===== src/rtl/hbc_pkg.sv =====
// shared types and constants for the high-pass biquad cascade with noise gate
// no dependencies; imported by every module of the block
`default_nettype none

package hbc_pkg;

  // fixed field widths
  localparam int SAMPLE_BITS   = 24;
  localparam int COEFF_BITS    = 21;
  localparam int COEFF_REGS    = 4;
  localparam int CREG_W        = 2;
  localparam int THRESH_BITS   = 24;
  localparam int CFG_DATA_BITS = 3 * COEFF_BITS;
  localparam int CFG_IDX_BITS  = 3;

  // configuration register indexes
  localparam logic [CFG_IDX_BITS-1:0] REG_ENABLE = 3'd0;
  localparam logic [CFG_IDX_BITS-1:0] REG_COEF1  = 3'd1;
  localparam logic [CFG_IDX_BITS-1:0] REG_COEF2  = 3'd2;
  localparam logic [CFG_IDX_BITS-1:0] REG_COEF3  = 3'd3;
  localparam logic [CFG_IDX_BITS-1:0] REG_COEF4  = 3'd4;
  localparam logic [CFG_IDX_BITS-1:0] REG_THRESH = 3'd5;

  // sequencer states
  typedef enum logic [2:0] {
    ST_IDLE,
    ST_MUL_B0,
    ST_ROUND,
    ST_MUL_A1,
    ST_MUL_A2,
    ST_FINISH
  } state_e;

  // per-cycle datapath controls from the sequencer
  typedef struct packed {
    logic load;
    logic mul_b0;
    logic mul_a1;
    logic mul_a2;
    logic upd_y;
    logic upd_z1;
    logic upd_z2;
    logic out_load;
  } ctrl_t;

  typedef struct packed {
    logic signed [SAMPLE_BITS-1:0] sample_in;
    logic                          first_of_block;
  } in_item_t;

  typedef struct packed {
    logic signed [SAMPLE_BITS-1:0] sample_out;
    logic                          gated;
  } out_item_t;

endpackage

`default_nettype wire


===== src/rtl/hbc_seq.sv =====
// sequencer: walks each section through multiply and add steps
// depends on hbc_pkg
`default_nettype none

module hbc_seq #(
  parameter int SECTIONS = 4,
  parameter int SEC_W    = 2
) (
  input  wire                  clk_i,
  input  wire                  rst_ni,
  input  wire                  in_valid_i,
  output logic                 in_ready_o,
  input  wire                  en_i,
  input  wire                  out_free_i,
  output hbc_pkg::ctrl_t       ctrl_o,
  output logic [SEC_W-1:0]     sec_o
);
  import hbc_pkg::*;

  localparam logic [SEC_W-1:0] LAST_SEC = SEC_W'(SECTIONS - 1);

  state_e            state_q, state_d;
  logic [SEC_W-1:0]  sec_q, sec_d;

  // next state
  always_comb begin
    state_d = state_q;
    sec_d   = sec_q;
    case (state_q)
      ST_IDLE: begin
        if (in_valid_i) begin
          sec_d   = '0;
          state_d = en_i ? ST_MUL_B0 : ST_FINISH;
        end
      end
      ST_MUL_B0: state_d = ST_ROUND;
      ST_ROUND:  state_d = ST_MUL_A1;
      ST_MUL_A1: state_d = ST_MUL_A2;
      ST_MUL_A2: begin
        if (sec_q == LAST_SEC) begin
          state_d = ST_FINISH;
        end else begin
          sec_d   = sec_q + 1'b1;
          state_d = ST_MUL_B0;
        end
      end
      ST_FINISH: begin
        if (out_free_i) state_d = ST_IDLE;
      end
      default: state_d = ST_IDLE;
    endcase
  end

  // outputs
  always_comb begin
    ctrl_o     = '0;
    in_ready_o = 1'b0;
    case (state_q)
      ST_IDLE: begin
        in_ready_o  = 1'b1;
        ctrl_o.load = in_valid_i;
      end
      ST_MUL_B0: begin
        ctrl_o.mul_b0 = 1'b1;
        // finish the previous section's second delay
        ctrl_o.upd_z2 = (sec_q != '0);
      end
      ST_ROUND:  ctrl_o.upd_y  = 1'b1;
      ST_MUL_A1: ctrl_o.mul_a1 = 1'b1;
      ST_MUL_A2: begin
        ctrl_o.mul_a2 = 1'b1;
        ctrl_o.upd_z1 = 1'b1;
      end
      ST_FINISH: begin
        ctrl_o.out_load = out_free_i;
        ctrl_o.upd_z2   = out_free_i && en_i;
      end
      default: ctrl_o = '0;
    endcase
  end

  // state registers
  always_ff @(posedge clk_i or negedge rst_ni) begin
    if (!rst_ni) begin
      state_q <= ST_IDLE;
      sec_q   <= '0;
    end else begin
      state_q <= state_d;
      sec_q   <= sec_d;
    end
  end

  assign sec_o = sec_q;

  // section counter stays inside the cascade
  a_sec_range: assert property (@(posedge clk_i) disable iff (!rst_ni)
    sec_q <= LAST_SEC)
    else $error("section index out of range");

  // an enabled item starts at the first section
  a_start: assert property (@(posedge clk_i) disable iff (!rst_ni)
    (in_valid_i && in_ready_o && en_i) |=> (state_q == ST_MUL_B0 && sec_q == '0))
    else $error("enabled item did not start at first section");

  // a disabled item goes straight to the output step
  a_bypass: assert property (@(posedge clk_i) disable iff (!rst_ni)
    (in_valid_i && in_ready_o && !en_i) |=> (state_q == ST_FINISH))
    else $error("disabled item did not bypass the cascade");

  // last section ends the cascade
  a_last: assert property (@(posedge clk_i) disable iff (!rst_ni)
    (state_q == ST_MUL_A2 && sec_q == LAST_SEC) |=> (state_q == ST_FINISH))
    else $error("cascade did not finish after last section");

endmodule

`default_nettype wire


===== src/rtl/hbc_dp.sv =====
// datapath: shared multiplier, shared three-input adder, delay words and gate
// depends on hbc_pkg; controlled by hbc_seq
`default_nettype none

module hbc_dp #(
  parameter int SECTIONS        = 4,
  parameter int COEFF_FRAC_BITS = 18,
  parameter int SEC_W           = 2
) (
  input  wire                                 clk_i,
  input  wire                                 rst_ni,
  input  hbc_pkg::ctrl_t                      ctrl_i,
  input  wire [SEC_W-1:0]                     sec_i,
  input  wire                                 en_i,
  input  wire [hbc_pkg::CFG_DATA_BITS-1:0]    coeffs_i,
  input  wire [hbc_pkg::THRESH_BITS-1:0]      thresh_i,
  input  hbc_pkg::in_item_t                   in_item_i,
  output hbc_pkg::out_item_t                  result_o
);
  import hbc_pkg::*;

  localparam int DELAY_BITS = SAMPLE_BITS + COEFF_FRAC_BITS + 6;
  localparam int PROD_W     = SAMPLE_BITS + COEFF_BITS;
  localparam int WIDE_W     = ((PROD_W > DELAY_BITS) ? PROD_W : DELAY_BITS) + 3;

  localparam logic signed [WIDE_W-1:0] RND =
    {{(WIDE_W-1){1'b0}}, 1'b1} << (COEFF_FRAC_BITS - 1);
  localparam logic signed [SAMPLE_BITS-1:0] Y_MAX = {1'b0, {(SAMPLE_BITS-1){1'b1}}};
  localparam logic signed [SAMPLE_BITS-1:0] Y_MIN = {1'b1, {(SAMPLE_BITS-1){1'b0}}};
  localparam logic signed [DELAY_BITS-1:0]  Z_MAX = {1'b0, {(DELAY_BITS-1){1'b1}}};
  localparam logic signed [DELAY_BITS-1:0]  Z_MIN = {1'b1, {(DELAY_BITS-1){1'b0}}};

  logic signed [COEFF_BITS-1:0]  b0, a1, a2, coef_op;
  logic signed [SAMPLE_BITS-1:0] x_q, y_sat;
  logic signed [PROD_W-1:0]      prod_d, prod_q, bx_q;
  logic signed [DELAY_BITS-1:0]  z1_q [SECTIONS];
  logic signed [DELAY_BITS-1:0]  z2_q [SECTIONS];
  logic signed [DELAY_BITS-1:0]  z_sat;
  logic [SEC_W-1:0]              zi_q;
  logic signed [WIDE_W-1:0]      op_a, op_b, op_c, sum, shifted;
  logic                          y_ovf, z_ovf, mul_en, gate_hit;
  logic [SAMPLE_BITS:0]          x_ext, mag;

  // coefficient fields of the selected section
  assign b0 = coeffs_i[COEFF_BITS-1:0];
  assign a1 = coeffs_i[2*COEFF_BITS-1:COEFF_BITS];
  assign a2 = coeffs_i[3*COEFF_BITS-1:2*COEFF_BITS];

  // shared multiplier
  assign coef_op = ctrl_i.mul_b0 ? b0 : (ctrl_i.mul_a1 ? a1 : a2);
  assign mul_en  = ctrl_i.mul_b0 || ctrl_i.mul_a1 || ctrl_i.mul_a2;
  assign prod_d  = coef_op * x_q;

  // shared adder operand select
  always_comb begin
    op_a = '0;
    op_b = '0;
    op_c = '0;
    if (ctrl_i.upd_y) begin
      op_a = WIDE_W'(prod_q);
      op_b = WIDE_W'(z1_q[sec_i]);
      op_c = RND;
    end else if (ctrl_i.upd_z1) begin
      op_a = -(WIDE_W'(bx_q) <<< 1);
      op_b = -WIDE_W'(prod_q);
      op_c = WIDE_W'(z2_q[sec_i]);
    end else begin
      op_a = WIDE_W'(bx_q);
      op_b = -WIDE_W'(prod_q);
    end
  end

  assign sum     = op_a + op_b + op_c;
  assign shifted = sum >>> COEFF_FRAC_BITS;

  // section output saturation
  assign y_ovf = !((&shifted[WIDE_W-1:SAMPLE_BITS-1]) || (~|shifted[WIDE_W-1:SAMPLE_BITS-1]));
  assign y_sat = y_ovf ? (shifted[WIDE_W-1] ? Y_MIN : Y_MAX) : shifted[SAMPLE_BITS-1:0];

  // delay word saturation
  assign z_ovf = !((&sum[WIDE_W-1:DELAY_BITS-1]) || (~|sum[WIDE_W-1:DELAY_BITS-1]));
  assign z_sat = z_ovf ? (sum[WIDE_W-1] ? Z_MIN : Z_MAX) : sum[DELAY_BITS-1:0];

  // working registers
  always_ff @(posedge clk_i) begin
    if (ctrl_i.load) begin
      x_q <= in_item_i.sample_in;
    end else if (ctrl_i.upd_y) begin
      x_q <= y_sat;
    end
    if (mul_en)        prod_q <= prod_d;
    if (ctrl_i.upd_y)  bx_q   <= prod_q;
    if (ctrl_i.upd_z1) zi_q   <= sec_i;
  end

  // delay words, cleared at reset and at the start of a block
  always_ff @(posedge clk_i or negedge rst_ni) begin
    if (!rst_ni) begin
      z1_q <= '{default: '0};
      z2_q <= '{default: '0};
    end else if (ctrl_i.load && in_item_i.first_of_block) begin
      z1_q <= '{default: '0};
      z2_q <= '{default: '0};
    end else begin
      if (ctrl_i.upd_z1) z1_q[sec_i] <= z_sat;
      if (ctrl_i.upd_z2) z2_q[zi_q]  <= z_sat;
    end
  end

  // noise gate on the final sample
  assign x_ext    = {x_q[SAMPLE_BITS-1], x_q};
  assign mag      = x_q[SAMPLE_BITS-1] ? -x_ext : x_ext;
  assign gate_hit = en_i && (mag < (SAMPLE_BITS + 1)'(thresh_i));

  assign result_o.sample_out = gate_hit ? '0 : x_q;
  assign result_o.gated      = gate_hit;

endmodule

`default_nettype wire


===== src/rtl/highpass_biquad_cascade_with_gate.sv =====
// top level: configuration registers, output register, sequencer and datapath
// depends on hbc_pkg, hbc_seq and hbc_dp
//
// Usage: one signed 24-bit sample enters per item on the in_valid_i/in_ready_o
// channel, together with a first-of-block flag that clears all section delays.
// Each item gives exactly one result on out_valid_o/out_ready_i: the sample after
// SECTIONS high-pass biquads and the noise gate, or the sample unchanged when the
// filter is disabled. Configuration is written through cfg_we_i/cfg_idx_i/
// cfg_wdata_i while no item is in flight.
// Steps: the shared multiplier and adder take each section in order through
// multiply by b0, round, multiply by a1 and multiply by a2; a disabled item skips
// the sections. The block takes no new item until the current result has been
// loaded into the output register.
// Reset clears the configuration registers, the delay words and the sequencer.
// A finished result waits in the output register; while the receiver stalls the
// block holds the next finished result and takes no new item until it is sent.
`default_nettype none

module highpass_biquad_cascade_with_gate #(
  parameter int SECTIONS        = 4,
  parameter int COEFF_FRAC_BITS = 18
) (
  input  wire                                 clk_i,
  input  wire                                 rst_ni,
  input  wire                                 in_valid_i,
  output logic                                in_ready_o,
  input  hbc_pkg::in_item_t                   in_item_i,
  output logic                                out_valid_o,
  input  wire                                 out_ready_i,
  output hbc_pkg::out_item_t                  out_item_o,
  input  wire                                 cfg_we_i,
  input  wire [hbc_pkg::CFG_IDX_BITS-1:0]     cfg_idx_i,
  input  wire [hbc_pkg::CFG_DATA_BITS-1:0]    cfg_wdata_i
);
  import hbc_pkg::*;

  localparam int SEC_W = (SECTIONS > 1) ? $clog2(SECTIONS) : 1;

  logic                     en_q;
  logic [CFG_DATA_BITS-1:0] coef_q [COEFF_REGS];
  logic [THRESH_BITS-1:0]   thresh_q;
  ctrl_t                    ctrl;
  logic [SEC_W-1:0]         sec;
  logic                     out_free;
  logic                     out_valid_q;
  out_item_t                out_item_q, result;

  // configuration registers
  always_ff @(posedge clk_i or negedge rst_ni) begin
    if (!rst_ni) begin
      en_q     <= 1'b0;
      coef_q   <= '{default: '0};
      thresh_q <= '0;
    end else if (cfg_we_i) begin
      case (cfg_idx_i)
        REG_ENABLE: en_q <= cfg_wdata_i[0];
        REG_COEF1, REG_COEF2, REG_COEF3, REG_COEF4: begin
          coef_q[CREG_W'(cfg_idx_i - REG_COEF1)] <= cfg_wdata_i;
        end
        REG_THRESH: thresh_q <= cfg_wdata_i[THRESH_BITS-1:0];
        default: ;
      endcase
    end
  end

  assign out_free = !out_valid_q || out_ready_i;

  hbc_seq #(
    .SECTIONS (SECTIONS),
    .SEC_W    (SEC_W)
  ) u_seq (
    .clk_i      (clk_i),
    .rst_ni     (rst_ni),
    .in_valid_i (in_valid_i),
    .in_ready_o (in_ready_o),
    .en_i       (en_q),
    .out_free_i (out_free),
    .ctrl_o     (ctrl),
    .sec_o      (sec)
  );

  hbc_dp #(
    .SECTIONS        (SECTIONS),
    .COEFF_FRAC_BITS (COEFF_FRAC_BITS),
    .SEC_W           (SEC_W)
  ) u_dp (
    .clk_i     (clk_i),
    .rst_ni    (rst_ni),
    .ctrl_i    (ctrl),
    .sec_i     (sec),
    .en_i      (en_q),
    .coeffs_i  (coef_q[CREG_W'(sec)]),
    .thresh_i  (thresh_q),
    .in_item_i (in_item_i),
    .result_o  (result)
  );

  // output register
  always_ff @(posedge clk_i or negedge rst_ni) begin
    if (!rst_ni) begin
      out_valid_q <= 1'b0;
    end else if (ctrl.out_load) begin
      out_valid_q <= 1'b1;
    end else if (out_ready_i) begin
      out_valid_q <= 1'b0;
    end
  end

  always_ff @(posedge clk_i) begin
    if (ctrl.out_load) out_item_q <= result;
  end

  assign out_valid_o = out_valid_q;
  assign out_item_o  = out_item_q;

  // a result is only loaded when the output slot is free
  a_no_overwrite: assert property (@(posedge clk_i) disable iff (!rst_ni)
    ctrl.out_load |-> (!out_valid_q || out_ready_i))
    else $error("output item overwritten before it was taken");

  // the block never takes an item while a load of the previous result is pending
  a_one_in_flight: assert property (@(posedge clk_i) disable iff (!rst_ni)
    ctrl.out_load |-> !in_ready_o)
    else $error("input accepted while a result was being loaded");

  // a loaded result is offered on the next cycle
  a_offer: assert property (@(posedge clk_i) disable iff (!rst_ni)
    ctrl.out_load |=> out_valid_o)
    else $error("loaded result not offered");

endmodule

`default_nettype wire


===== config.mk =====
export PLATFORM = sky130hd
export DESIGN_NAME = highpass_biquad_cascade_with_gate
export DESIGN_NICKNAME = d
export VERILOG_FILES = /design/src/rtl/hbc_pkg.sv /design/src/rtl/hbc_seq.sv /design/src/rtl/hbc_dp.sv /design/src/rtl/highpass_biquad_cascade_with_gate.sv
export SDC_FILE = /design/constraint.sdc
export NUM_CORES = 2
export LEC_CHECK = 0
export BUFFER_PORTS_ARGS = -buffer_cell sky130_fd_sc_hd__clkbuf_2
export CORE_UTILIZATION = 35
export CTS_CLUSTER_SIZE = 25
export DETAILED_ROUTE_END_ITERATION = 6
export HOLD_SLACK_MARGIN = 0.15
export SYNTH_ARGS = -nofsm -noshare
export SYNTH_HDL_FRONTEND = slang
export SYNTH_HIERARCHICAL = 1
export SYNTH_SLANG_ARGS = --single-unit

===== constraint.sdc =====
create_clock -name clk_i -period 8.8 [get_ports clk_i]
set_clock_uncertainty 0.2 [all_clocks]
set_input_delay 1.32 -clock clk_i [delete_from_list [all_inputs] [get_ports clk_i]]
set_output_delay 1.32 -clock clk_i [all_outputs]
set_load 0.1 [all_outputs]

# Yosys cells after proc, flatten, opt, wreduce, memory -nomap -nowiden
# Index checks and enable logic that the tools add are counted.
# op_classes
n_reduce_logical	32
n_eq_ne	14
bitwise	3
multipliers	1
n_lt_le_gt_ge	7
addsub	7
mux	54
# ops
cell	count
$mux W192	4
$bwmux W192	2
$mux W48	8
$mux W51	5
$bwmux W252	1
$bmux W48 S2	2
$demux W48 S2	2
$mux W63	3
$bmux W63 S2	1
$demux W63 S2	1
$add A51 B51 Y51	2
$mux W24	4
$neg A45 Y51	1
$neg A46 Y51	1
$mul A21 B24 Y45	1
$mux W21	2
$lt A25 B24 Y1	1
$mux W25	1
$neg A25 Y25	1
$pmux W3 S6	1
$eq A3 B2 Y1 const B	4
$eq A3 B3 Y1 const B	4
$mux W3	4
$reduce_bool A2 Y1	6
other kinds (23)	56
# word_totals
inputBits	96
regBits	808

# Depth between registers and ports, before layout
# depth
word_depth	14
depth_mapped	35
mapped_depth_nobuf	31

# Hierarchy
# Netlist, hierarchy kept.
# modules_own_cells
module	cells_per_inst	area_per_inst_um2	instances	seq_area_each_um2
hbc_dp	4892	48826.8	1	13092.6
highpass_biquad_cascade_with_gate	695	13415.4	1	7707.4
hbc_seq	41	365.4	1	125.1

# Least setup slack after synthesis
# No wires, ideal clock.
# synth_timing
path_type	register to register
from	reg u_seq.state_q[2]
to	reg u_dp.prod_q[39], data pin
stages_incl_launch_ff	33
path_buffers	4
setup_ns	0.270
setup_slack_ns	-0.596
t_arrival_ns	8.926
path_cell_list	dfrtp_1 -> inv_1 -> and3_1 -> clkbuf_1 -> buf_1 -> buf_1 -> mux2i_1 -> nor2_1 -> a21oi_1 -> clkbuf_1 -> nor2_1 -> fa_1 -> fa_1 -> inv_1 -> fa_1 -> inv_1 -> fa_1 -> fa_1 -> fa_1 -> inv_1 -> fa_1 -> inv_1 -> ha_1 -> a21o_1 -> a21o_1 -> a21oi_1 -> o21ai_0 -> a31oi_1 -> a21oi_1 -> o41ai_1 -> a2111oi_0 -> o21ai_0 -> or3b_2
# synth_rtl
element	line_no	source
from (decl)	hbc_seq.sv:22	state_e state_q, state_d;
from (signal assigned)	hbc_seq.sv:88	state_q <= state_d;
to (signal assigned)	hbc_dp.sv:91	if (mul_en) prod_q <= prod_d;
to (decl)	hbc_dp.sv:35	logic signed [PROD_W-1:0] prod_d, prod_q, bx_q;

# Worst setup path after layout
# layout_timing
from	reg u_seq.sec_q[0] (netlist: u_seq/sec_o[0])
to	reg u_dp.prod_q[39], data pin
# layout_via
elab_chain_len	7
# layout_rtl
element	line_no	source
from (decl)	hbc_seq.sv:23	logic [SEC_W-1:0] sec_q, sec_d;
from (signal assigned)	hbc_seq.sv:86	sec_q <= '0;
from (signal assigned)	hbc_seq.sv:89	sec_q <= sec_d;
$not A2 Y3 (implied by the code) *	highpass_biquad_cascade_with_gate.sv:92	.coeffs_i (coef_q[CREG_W'(sec)]),
$bmux W63 S2 *	highpass_biquad_cascade_with_gate.sv:92	
$mux W63 (implied by the code) * (2 in series)	highpass_biquad_cascade_with_gate.sv:92	
$mux W21	hbc_dp.sv:50	assign coef_op = ctrl_i.mul_b0 ? b0 : (ctrl_i.mul_a1 ? a1 : a2);
$mux W21 *	hbc_dp.sv:50	
$mul A21 B24 Y45 *	hbc_dp.sv:52	assign prod_d = coef_op * x_q;
named net u_dp.prod_d[39]	hbc_dp.sv:35	
# Mark *: on every way through the listed nets, which the timed path passes. The rest lies on a longest branch. The select of a mux whose other input is x is not followed.
# A chain may end at the register's enable or synchronous reset.

==> metrics.txt <==
crit share post-route=99.3%; Max-slew headroom=20.5%; row count=154; type of the worst setup path=flop to flop; clock transition at the registers of the reported paths=60 ps; post-detail-place hpwl=153 mm; H-tree depth=3; Avg WL per Cell=24.9 um; multi-input logic area=0.0378 sq mm; Syn Inst Count=5,628; Synth Flop Type=dfrtp_1; Vias/cell=5.47; Syn Nets=6,485; vias in the first global route=46,433; ANT nets after route=0; layout net count=6,685; sequential element share of the synthesized area=33.4%; GR Overflow Total=0; mux contribution to synthesized area=12.5%; pin count of the biggest net entering global routing=183; Root Driver=clkbuf_16; hold depth=2; Clock Sinks=808; DIE AREA=0.181 sq mm; Die Y-Extent=425 um; Die Wd=425 um; DRT Pass-1 Iters=5; max incr delay on CP=570 ps; mapped cell area=0.0626 sq mm; Worst Path Required=9020 ps; Initial Util=35.4%; core area=0.177 sq mm; number of library cell types mapped by synthesis=99; total routed wirelength=205 mm; Synth-to-Final Area Change=13.3%; number of I/O pins=123; worst hold path type=flop to flop; clock period minus worst slack=8740 ps; CTS tree=built; Post-synth EDFFs=141; top cell type's share of synthesized area=26.7%; worst reg-to-reg path cell count=31; crit start category=flop; Clock Latency Late Sink=710 ps; CP startpoint=u_seq/sec_o[0]; largest cells by area after synthesis=dfrtp_1 27%, fa_1 18%, edfxtp_1 6.8%; post-synthesis compound-gate area fraction=13.0%; first-pass GRT wire length=308 mm; Post-synth top cells=716 x inv_1, 667 x dfrtp_1, 567 x fa_1; Worst Path Max Fanout=11; final setup vio count=0; RSZ-0062 raised after global routing=yes; FF+latch count, synth=808; Synth Area in Simple Gates=9.31%; Port-buffer cells=122; routability cong.=0.956; Final Hold Fails=0; gr usage total=22.7%; fillcell total=17,048; CTS Buffer Depth=3; Adder-Cell Fraction of Synth Area=22.0%; post-synthesis async set-or-reset flop share=82.5%; Syn Area/Cell=11.1 sq um; Slew @ Worst Pin=1190 ps; most numerous cell in the Yosys netlist=inv_1; Yosys warnings=6; cell mode on critical path=fa_1; CTS buffer count=84; Hold Crit Start=u_dp/z2_q[94]; Min Hold Slack=273 ps; largest family of logic cells by synthesized area=adder cells; post-synthesis xor/xnor area fraction=2.70%; DRC Markers=0; CP Capture Type=flop; outcome=finished clean; Final Max Slew Viols=0; FF/Latch Area=0.0209 sq mm; max-cap violations=0; 1st-iter DRT viols=3,824; startpoint of the worst register-to-register path=u_seq/sec_o[0]; critical path arrival=8960 ps; CP max-delay cell=fa_1; FMAX=0.114 GHz; initial antenna violation count=7; most area-hungry cell type in the Yosys netlist=dfrtp_1; share of layout cells above drive strength 1=20.8%; routed via count=45,063
[logic make-up after synthesis]
family	after synthesis
and+or+nand+nor	1256
buffers and inverters	1076
AOI/OAI and AO/OA	1052
DFF	808
adders and majority gates	761
muxes	483
xor gates and xnor gates	192
[path summary, 6_finish.rpt]
path | endpoint | slack (ps)
hold reg to reg | u_dp/z2_q[94] | 270
max in group asynchronous | coef_q[213] | 5850
setup reg to reg | u_dp/prod_q[39] | 60
min in group asynchronous | u_dp/z2_q[176] | 430
hold / removal | u_dp/z2_q[94] | 270
setup / recovery | u_dp/prod_q[39] | 60
[per-layer routing]
layer / GRT usage [%] / vias to the layer above / part of all wire (%)
met2: 36.6 / 1610 / 47
met4: 8.67 / 2 / 4.3
met3: 3.49 / 320 / 6.1
li1: - / 19621 / -
met1: 30.9 / 23510 / 43
met5: 0 / - / 0.0063
[stage by stage]
| step | setup TNS, ps | util [%] | cells | setup WS (ps) | cell area [sq um] |
|---|---|---|---|---|---|
| 2_1_floorplan | -215 | - | 5628 | -215 | 62600 |
| 3_3_place_gp | -1250 | 38.3 | 8069 | -369 | 67700 |
| 3_5_place_dp | -1740 | 38.3 | 8069 | -427 | 67700 |
| 4_1_cts | 0 | 39.9 | 8220 | 13.3 | 70500 |
| 5_1_grt | -846 | 40.1 | 8232 | -163 | 70900 |
| 6_report | 0 | 40.1 | 8233 | 59.3 | 70900 |
[registers in the layout, summed over array words and instances, names as in the netlist, 3 cells and up]
name           flops
u_dp/bx_q         45
out_item_o        25
u_dp/z2_q        192
coef_q           252
u_dp/x_q          24
thresh_q          24
u_dp/z1_q        192
u_seq/state_q      3
u_dp/prod_q       45
[worst max-delay path, delay by kind of cell (launching register included)]
family,cells,cell delay (ps)
adder cells (fa/ha/maj),8,3700
AO/OA/AOI/OAI,6,1400
AND/OR/NAND/NOR,6,1040
buffers and inverters,9,900
multiplexers,2,670
flip-flops,1,490
[cell usage in the layout (no fill, tap or decap), types with 25 or more instances in the layout]
master       n
nand2b_1    26
fa_1       555
nand3_1     46
mux4_2     159
inv_1      714
xnor2_1    142
edfxtp_1   141
ha_1       192
mux2_4     180
o21ai_0    188
a21oi_1    147
and2_1     123
a22o_1     312
xor2_1      49
a21o_1      63
dfrtp_1    665
nor2b_1     31
nor3_1      52
nor4_1      29
a211oi_1    31
buf_4      282
mux2_2     100
and3_1      26
clkinv_1    25
nand2_1    543
buf_12      45
clkbuf_16   86
clkbuf_2   121
nor2_1     265
mux2i_1     35
[layout make-up]
class                   instances  area share (%)
flip-flops and latches        808            29.5
inverters                     730            3.86
clock buffers                 110            3.29
clock inverters                38           0.528
well taps                    2340            4.13
repair buffers                460            5.33
multi-input cells            3744            53.3
diodes                          3          0.0106
[timing repair]
action,in CTS,in global routing
endpoints found under the setup margin,10,11
setup buffers,3,9
pin swaps,2,18
resized for setup,15,69
gates cloned,0,1
hold buffers,0,0
Power is not shown: default switching activity piles up to over one toggle a cycle in this logic, so the estimate is an artifact.
